==> config.mk <==
export PLATFORM = sky130hd
export DESIGN_NAME = array_list_insert_delete
export DESIGN_NICKNAME = d
export VERILOG_FILES = /design/src/rtl/ali_pkg.sv /design/src/rtl/ali_cell.sv /design/src/rtl/array_list_insert_delete.sv
export SDC_FILE = /design/constraint.sdc
export NUM_CORES = 2
export LEC_CHECK = 0
export ABC_AREA = 1
export BUFFER_PORTS_ARGS = -buffer_cell sky130_fd_sc_hd__buf_2
export CORE_MARGIN = 2
export CORE_UTILIZATION = 56
export DETAILED_ROUTE_END_ITERATION = 7
export PLACE_DENSITY = 0.8
export REMOVE_ABC_BUFFERS = 1
export SLEW_MARGIN = 20
export SYNTH_ARGS = -nofsm -noshare
export SYNTH_HDL_FRONTEND = slang
export SYNTH_HIERARCHICAL = 1
export SYNTH_SLANG_ARGS = --single-unit
==> constraint.sdc <==
create_clock -name i_clk -period 11.1 [get_ports i_clk]
set_input_delay 1.11 -clock i_clk [delete_from_list [all_inputs] [get_ports i_clk]]
set_output_delay 1.11 -clock i_clk [all_outputs]
set_load 0.05 [all_outputs]
==> src/rtl/ali_pkg.sv <==
// Package for the array list block: action and status codes, the cell
// command bundle, default parameter values and stream field widths.
// Depends on nothing; used by ali_cell and array_list_insert_delete.
package ali_pkg;

    localparam int DEF_CAPACITY   = 16;
    localparam int DEF_DATA_WIDTH = 32;

    // Fixed widths of the stream fields.
    localparam int ACTION_W   = 2;
    localparam int VALUE_W    = 32;
    localparam int POS_IN_W   = 5;
    localparam int STATUS_W   = 2;
    localparam int POS_OUT_W  = 4;
    localparam int COUNT_W    = 5;
    localparam int IN_DATA_W  = 40;
    localparam int OUT_DATA_W = 16;

    typedef enum logic [ACTION_W-1:0] {
        ACT_INSERT = 2'd0,
        ACT_APPEND = 2'd1,
        ACT_DELETE = 2'd2,
        ACT_NONE   = 2'd3
    } t_action;

    typedef enum logic [STATUS_W-1:0] {
        ST_DONE     = 2'd0,
        ST_REJECT   = 2'd1,
        ST_EMPTY    = 2'd2,
        ST_NOTFOUND = 2'd3
    } t_status;

    // Command broadcast from the sequencer to every cell.
    typedef struct packed {
        logic compare_en;
        logic insert_en;
        logic delete_en;
    } t_cell_cmd;

endpackage

==> src/rtl/ali_cell.sv <==
// One storage cell of the array list chain: holds a single element, compares
// it against the search value and shifts with its neighbors on insert/delete.
// Depends on ali_pkg.
module ali_cell #(
    parameter int DATA_WIDTH = 32,
    parameter int CMP_WIDTH  = 5,
    parameter int INDEX      = 0
) (
    input  logic                  i_clk,
    input  logic                  i_rst_n,
    input  ali_pkg::t_cell_cmd    i_cmd,
    input  logic [DATA_WIDTH-1:0] i_value,
    input  logic [CMP_WIDTH-1:0]  i_pos,
    input  logic [CMP_WIDTH-1:0]  i_count,
    input  logic [DATA_WIDTH-1:0] i_data_below,
    input  logic [DATA_WIDTH-1:0] i_data_above,
    input  logic                  i_found_below,
    output logic [DATA_WIDTH-1:0] o_data,
    output logic                  o_found,
    output logic                  o_first
);
    import ali_pkg::*;

    localparam logic [CMP_WIDTH-1:0] MyIndex = CMP_WIDTH'(INDEX);

    logic [DATA_WIDTH-1:0] r_data;
    logic [DATA_WIDTH-1:0] n_data;
    logic                  r_match;
    logic                  w_valid;

    assign w_valid = MyIndex < i_count;
    assign o_found = i_found_below | r_match;
    assign o_first = r_match & ~i_found_below;
    assign o_data  = r_data;

    always_comb begin
        n_data = r_data;
        if (i_cmd.insert_en) begin
            if (MyIndex > i_pos) begin
                n_data = i_data_below;
            end else if (MyIndex == i_pos) begin
                n_data = i_value;
            end
        end else if (i_cmd.delete_en && o_found) begin
            // A match at or below this cell: take the element from above.
            n_data = i_data_above;
        end
    end

    always_ff @(posedge i_clk) begin
        r_data <= n_data;
    end

    always_ff @(posedge i_clk) begin
        if (!i_rst_n) begin
            r_match <= 1'b0;
        end else if (i_cmd.compare_en) begin
            r_match <= w_valid && (r_data == i_value);
        end
    end

endmodule

==> src/rtl/array_list_insert_delete.sv <==
// Array list top level: sequencer, stream ports and the chain of ali_cell
// storage cells that hold the ordered list.
// Depends on ali_pkg and ali_cell.
//
//  Channel   Direction  Ports                           Word contents
//  -------   ---------  ------------------------------  -------------------------------
//  command   in         i_s_tvalid/o_s_tready/i_s_tdata action, item_value, position_in
//  result    out        o_m_tvalid/i_m_tready/o_m_tdata status, position_out, element_count
//
// Each command word is accepted in S_IDLE; in S_MATCH all cells compare their
// element against the value in parallel, and in S_EXEC the cells shift together
// and the result word is loaded. The compare register in each cell and the
// ripple of the match flag up the cell chain are why the compare has its own
// state. A new word is accepted only when the result register is empty or is
// being drained in the same cycle, so a stalled result holds off the next
// command. Reset is synchronous and active low; it empties the list and the
// result register, while the element contents are left as they are.
module array_list_insert_delete #(
    parameter int CAPACITY   = ali_pkg::DEF_CAPACITY,
    parameter int DATA_WIDTH = ali_pkg::DEF_DATA_WIDTH
) (
    input  logic                           i_clk,
    input  logic                           i_rst_n,
    // Command stream.
    input  logic                           i_s_tvalid,
    output logic                           o_s_tready,
    // Fields from bit 0: action[1:0], item_value[33:2], position_in[38:34],
    // bit 39 zero fill.
    input  logic [ali_pkg::IN_DATA_W-1:0]  i_s_tdata,
    // Result stream.
    output logic                           o_m_tvalid,
    input  logic                           i_m_tready,
    // Fields from bit 0: status[1:0], position_out[5:2], element_count[10:6],
    // bits 15:11 zero fill.
    output logic [ali_pkg::OUT_DATA_W-1:0] o_m_tdata
);
    import ali_pkg::*;

    // Count width holds the value CAPACITY itself; comparisons with the
    // 5-bit insert position are done at the wider of the two widths.
    localparam int CntW  = $clog2(CAPACITY + 1);
    localparam int CmpW  = (CntW > POS_IN_W) ? CntW : POS_IN_W;
    localparam int IdxW  = (CAPACITY > 1) ? $clog2(CAPACITY) : 1;
    localparam int ValW  = (DATA_WIDTH < VALUE_W) ? DATA_WIDTH : VALUE_W;

    // Sequencer states, one-hot.
    typedef enum logic [2:0] {
        S_IDLE  = 3'b001,
        S_MATCH = 3'b010,
        S_EXEC  = 3'b100
    } t_state;

    t_state                r_state;
    t_state                n_state;

    // Latched command.
    t_action               r_action;
    logic [DATA_WIDTH-1:0] r_value;
    logic [POS_IN_W-1:0]   r_pos;

    // Number of elements held.
    logic [CntW-1:0]       r_count;
    logic [CntW-1:0]       n_count;

    // Result register.
    logic                  r_out_valid;
    t_status               r_out_status;
    logic [POS_OUT_W-1:0]  r_out_pos;
    logic [COUNT_W-1:0]    r_out_count;

    // Unpacked input word.
    t_action               w_in_action;
    logic [VALUE_W-1:0]    w_in_value;
    logic [POS_IN_W-1:0]   w_in_pos;
    logic                  w_in_accept;
    logic                  w_out_take;

    // Execute-phase decode.
    logic [CmpW-1:0]       w_cnt;
    logic [CmpW-1:0]       w_ins_pos;
    logic [CmpW-1:0]       w_new_cnt;
    logic                  w_full;
    logic                  w_is_ins;
    logic                  w_ins_ok;
    logic                  w_del;
    logic                  w_del_ok;
    t_status               w_status;
    logic [CmpW-1:0]       w_res_pos;
    logic [IdxW-1:0]       w_first_idx;

    // Cell chain wiring.
    t_cell_cmd             w_cmd;
    logic [DATA_WIDTH-1:0] w_cell_data [CAPACITY];
    logic [CAPACITY:0]     w_found;
    logic [CAPACITY-1:0]   w_first;

    assign w_in_action = t_action'(i_s_tdata[ACTION_W-1:0]);
    assign w_in_value  = i_s_tdata[ACTION_W +: VALUE_W];
    assign w_in_pos    = i_s_tdata[ACTION_W + VALUE_W +: POS_IN_W];

    // A command is taken only when the result register will be free by the
    // time this command's result is loaded.
    assign o_s_tready  = (r_state == S_IDLE) && (!r_out_valid || i_m_tready);
    assign w_in_accept = i_s_tvalid && o_s_tready;
    assign w_out_take  = r_out_valid && i_m_tready;

    assign o_m_tvalid = r_out_valid;
    assign o_m_tdata  = {(OUT_DATA_W - STATUS_W - POS_OUT_W - COUNT_W)'(0),
                         r_out_count, r_out_pos, r_out_status};

    // Sequencer.
    always_comb begin
        n_state = r_state;
        unique case (r_state)
            S_IDLE: begin
                if (w_in_accept) begin
                    n_state = S_MATCH;
                end
            end
            S_MATCH: n_state = S_EXEC;
            S_EXEC:  n_state = S_IDLE;
            default: n_state = S_IDLE;
        endcase
    end

    always_ff @(posedge i_clk) begin
        if (!i_rst_n) begin
            r_state <= S_IDLE;
        end else begin
            r_state <= n_state;
        end
    end

    // Command latch; the value is cut or zero-extended to the element width.
    always_ff @(posedge i_clk) begin
        if (w_in_accept) begin
            r_action <= w_in_action;
            r_value  <= DATA_WIDTH'(w_in_value[ValW-1:0]);
            r_pos    <= w_in_pos;
        end
    end

    // Decode of the latched command against the current list.
    assign w_cnt     = CmpW'(r_count);
    assign w_full    = (r_count == CntW'(CAPACITY));
    assign w_is_ins  = (r_action == ACT_INSERT) || (r_action == ACT_APPEND);
    assign w_ins_pos = (r_action == ACT_APPEND) ? w_cnt : CmpW'(r_pos);
    assign w_ins_ok  = w_is_ins && !w_full && (w_ins_pos <= w_cnt);
    assign w_del     = (r_action == ACT_DELETE) && (r_count != '0);
    assign w_del_ok  = w_del && w_found[CAPACITY];

    // Binary index of the lowest matching cell; at most one cell is first.
    always_comb begin
        w_first_idx = '0;
        for (int k = 0; k < CAPACITY; k++) begin
            if (w_first[k]) begin
                w_first_idx = w_first_idx | IdxW'(k);
            end
        end
    end

    always_comb begin
        w_status  = ST_REJECT;
        w_res_pos = '0;
        w_new_cnt = w_cnt;
        unique case (r_action)
            ACT_INSERT, ACT_APPEND: begin
                if (w_ins_ok) begin
                    w_status  = ST_DONE;
                    w_res_pos = w_ins_pos;
                    w_new_cnt = w_cnt + CmpW'(1);
                end
            end
            ACT_DELETE: begin
                if (r_count == '0) begin
                    w_status = ST_EMPTY;
                end else if (w_del_ok) begin
                    w_status  = ST_DONE;
                    w_res_pos = CmpW'(w_first_idx);
                    w_new_cnt = w_cnt - CmpW'(1);
                end else begin
                    w_status = ST_NOTFOUND;
                end
            end
            ACT_NONE: w_status = ST_REJECT;
            default:  w_status = ST_REJECT;
        endcase
    end

    assign n_count = (r_state == S_EXEC) ? CntW'(w_new_cnt) : r_count;

    always_ff @(posedge i_clk) begin
        if (!i_rst_n) begin
            r_count <= '0;
        end else begin
            r_count <= n_count;
        end
    end

    // Result register: loaded at the end of execute, drained by the sink.
    always_ff @(posedge i_clk) begin
        if (!i_rst_n) begin
            r_out_valid <= 1'b0;
        end else if (r_state == S_EXEC) begin
            r_out_valid <= 1'b1;
        end else if (w_out_take) begin
            r_out_valid <= 1'b0;
        end
    end

    always_ff @(posedge i_clk) begin
        if (r_state == S_EXEC) begin
            r_out_status <= w_status;
            r_out_pos    <= w_res_pos[POS_OUT_W-1:0];
            r_out_count  <= COUNT_W'(w_new_cnt);
        end
    end

    // Commands broadcast to the cells. The compare runs in its own state, S_MATCH, so
    // that the wide equality sits in front of a register in every cell.
    assign w_cmd.compare_en = (r_state == S_MATCH);
    assign w_cmd.insert_en  = (r_state == S_EXEC) && w_ins_ok;
    assign w_cmd.delete_en  = (r_state == S_EXEC) && w_del;

    // The match flag ripples from cell 0 upward; the first matching cell and each
    // cell above it take their upper neighbor's element on a delete.
    assign w_found[0] = 1'b0;

    for (genvar g = 0; g < CAPACITY; g++) begin : g_cell
        logic [DATA_WIDTH-1:0] w_below;
        logic [DATA_WIDTH-1:0] w_above;

        if (g == 0) begin : g_bottom
            assign w_below = '0;
        end else begin : g_mid_lo
            assign w_below = w_cell_data[g-1];
        end

        if (g == CAPACITY - 1) begin : g_top
            assign w_above = '0;
        end else begin : g_mid_hi
            assign w_above = w_cell_data[g+1];
        end

        ali_cell #(
            .DATA_WIDTH (DATA_WIDTH),
            .CMP_WIDTH  (CmpW),
            .INDEX      (g)
        ) u_cell (
            .i_clk         (i_clk),
            .i_rst_n       (i_rst_n),
            .i_cmd         (w_cmd),
            .i_value       (r_value),
            .i_pos         (w_ins_pos),
            .i_count       (w_cnt),
            .i_data_below  (w_below),
            .i_data_above  (w_above),
            .i_found_below (w_found[g]),
            .o_data        (w_cell_data[g]),
            .o_found       (w_found[g+1]),
            .o_first       (w_first[g])
        );
    end

`ifndef SYNTHESIS
    // The list never holds more than its capacity.
    a_count_bound: assert property (@(posedge i_clk) disable iff (!i_rst_n)
        r_count <= CntW'(CAPACITY))
        else $error("element count exceeds capacity");

    // Only one cell can ever claim to be the lowest match.
    a_first_onehot: assert property (@(posedge i_clk) disable iff (!i_rst_n)
        $onehot0(w_first))
        else $error("more than one first-match cell");

    // A rejected or failed action leaves the count untouched.
    a_count_hold: assert property (@(posedge i_clk) disable iff (!i_rst_n)
        (r_state == S_EXEC && w_status != ST_DONE) |=> $stable(r_count))
        else $error("count changed on an unsuccessful action");

    // A command is never taken while an older result would be left stranded.
    a_no_overrun: assert property (@(posedge i_clk) disable iff (!i_rst_n)
        (w_in_accept && r_out_valid) |-> i_m_tready)
        else $error("command accepted over a pending result");
`endif

endmodule

==> metrics.txt <==
status completed; Residual DRC 0; Final Util about three fifths; vias in the first global route about 32000; die area about 70000 um^2; WP data required approximately 11 ns; final hold vios 0; Hold Path Sink g_cell[3].u_cell/r_match$_SDFFE_PN0P_; clk buf depth 3; endpoints failing setup 0; Final Max Slew Viols 0; largest net degree at the start of global routing between 200 and 250; post-layout minimum cycle time between 5 and 6 ns; Die Wd around 270 um; WP data arrival 5.98 ns; CP Capture Type flip-flop; relative slew slack approximately 28%; num ports 62; crit path buf inv count 5; R2R setup slack ~5.5 ns; Starting DRT DRC Count ~4300; synth warn 6; CTS sink cnt between 500 and 600; DR pass1 iterations 6; layout cells sized above 1 under 10%; cells after synthesis ~5400; DR vias/cell ~5.5; CTS H-Tree Depth 3; period utilization between 50% and 60%; clk_lat worst skew roughly 0.62 ns; Reg-to-Reg End g_cell[0].u_cell/o_data[2]$_DFFE_PP_; FILL cells 6033; Worst Skew 0.0220 ns; core area slightly below 70000 um^2; initial antenna violation count 0; Synth Cell Area between 30000 and 40000 um^2; Final ANT Viol Nets 0; Routed WL 105 mm; first-pass GRT wire length between 150 and 200 mm; row count 96; P&R area growth vs syn 7.91%; crit start category flip-flop; Pleak 18.7 nW; CTS tree done; hold slack roughly 0.48 ns; CTS resizes 0; hold depth 2; crit-path cells inv_1, o21ai_1, buf_4, ha_1, nand2_1, nor2_1, nand2_1, nand3_1, nand2_2, nand2_4, nor2_4, buf_4, buf_12, buf_4, mux2_2; Chip Height approximately 270 um; max_cap viols 0; ant diodes 0; reg2reg start r_count[1]$_SDFFE_PN0P_; routability cong. about 0.9; number of post-CTS setup repair buffers 0; cts hold-fix bufs 0; Reg clk slew, reported paths roughly 0.06 ns; CP top delay family buffers and inverters; RSZ-0062 raised after global routing false; WL/cell 16.5 um; Slew @ Worst Pin between 1 and 1.5 ns; Nets 5433; peak supply drop ~0.00011 V; Max stage delay on crit path approximately 0.93 ns; total CTS buffers 67; Total GRT Usage ~29%; PortBufs 55; GRT overflow 0; critical path type flip-flop to flip-flop; Fmax achieved about 0.18 GHz; Starting Density 56.7%; CTS Root Cell clkbuf_16; critical path fanouts, max approximately 170; reg2reg path depth 15; DP HPWL roughly 73 mm; hold path startpoint g_cell[3].u_cell/r_match$_SDFFE_PN0P_; final setup TNS 0 ns; vias approximately 35000; CP most frequent cell buf_4; Avg Cell Area, Syn between 7 and 8 um^2; slowest CP cell dfxtp_1; Power Density about 120 nW/um^2; Worst Hold Class flip-flop to flip-flop
==> per-stage QoR <==
step | instance area [um^2] | std cells | power (W) | setup slack [ns]
after detailed placement | 40100 | 6242 | 0.00303 | 5.58
final | 42100 | 6360 | 0.00506 | 5.48
after floorplan | 37900 | 5180 | 0.00287 | -35.12
after CTS | 42100 | 6359 | 0.00507 | 5.57
after global placement | 40100 | 6242 | 0.00301 | 5.67
after global routing | 42100 | 6360 | 0.00523 | 5.17
==> worst register-to-register path, delay by kind of cell, from the launching register on <==
kind	cells	cell delay, ns
simple gates	7	0.66
flops	1	0.93
mux	1	0.45
buf+inv	5	2.81
fa+ha+maj	1	0.29
compound gates	1	0.22
==> how the worst max path moves through the flow <==
stage                     slack, ns  cells past startpoint                             startpoint                                    end
after global placement         5.67                     27  g_cell[0].u_cell/r_match$_SDFFE_PN0P_               r_out_count[0]$_DFFE_PP_
after global routing           5.17                     27  g_cell[0].u_cell/r_match$_SDFFE_PN0P_               r_out_count[0]$_DFFE_PP_
after CTS                      5.57                     27  g_cell[0].u_cell/r_match$_SDFFE_PN0P_               r_out_count[0]$_DFFE_PP_
after detailed placement       5.58                     27  g_cell[0].u_cell/r_match$_SDFFE_PN0P_               r_out_count[0]$_DFFE_PP_
final                          5.48                     15                r_count[1]$_SDFFE_PN0P_   g_cell[0].u_cell/o_data[2]$_DFFE_PP_
after floorplan              -35.12                     12                r_count[3]$_SDFFE_PN0P_  g_cell[15].u_cell/o_data[0]$_DFFE_PP_
==> metal layers <==
| metal | track usage (%) | part of all wire (%) | up-vias |
|---|---|---|---|
| met3 | 3.50 | 8.3 | 239 |
| met1 | 38.5 | 41 | 16100 |
| met4 | 11.9 | 3.9 | 0 |
| li1 | - | - | 17200 |
| met5 | 0 | 0 | - |
| met2 | 47.6 | 46 | 1741 |
==> flip-flops by register name, indices dropped and copies added (netlist names) <==
signal	cells
r_out_count	5
g_cell.u_cell/r_match	16
r_action	2
r_pos	5
o_m_tvalid	1
r_count	5
g_cell.u_cell/o_data	512
r_state	3
r_value	32
r_out_status	2
r_out_pos	4
==> layout by cell type (no fill, tap or decap), types with 20 or more instances in the layout <==
master	n
nand3_1	90
a31oi_1	267
buf_4	74
o21ai_1	124
dfxtp_1	25
inv_1	729
nand2_1	1696
o21ai_0	104
buf_2	55
inv_2	27
conb_1	38
xnor2_1	149
clkbuf_1	20
edfxtp_1	562
or2_2	33
clkbuf_16	68
nor2_1	765
nand4_1	65
a21oi_1	299
nor2_2	39
xor2_1	30
==> area by class of cell <==
| type | count | area [um^2] | area share (%) |
|---|---|---|---|
| Clock buffer | 88 | 1780 | 4.22 |
| Tap cell | 931 | 1160 | 2.77 |
| Inverter | 764 | 2880 | 6.84 |
| Clock inverter | 29 | 181 | 0.431 |
| Multi-Input combinational cell | 3829 | 17800 | 42.3 |
| Timing Repair Buffer | 132 | 898 | 2.13 |
| Sequential cell | 587 | 17400 | 41.3 |
==> power breakdown <==
group          switching, W  leakage, nW  internal [W]
sequential       0.00000424         5.27       0.00241
clock              0.000911        0.956       0.00115
combinational      0.000432         12.4      0.000156
Note: power is estimated with default switching activity, not from simulation.
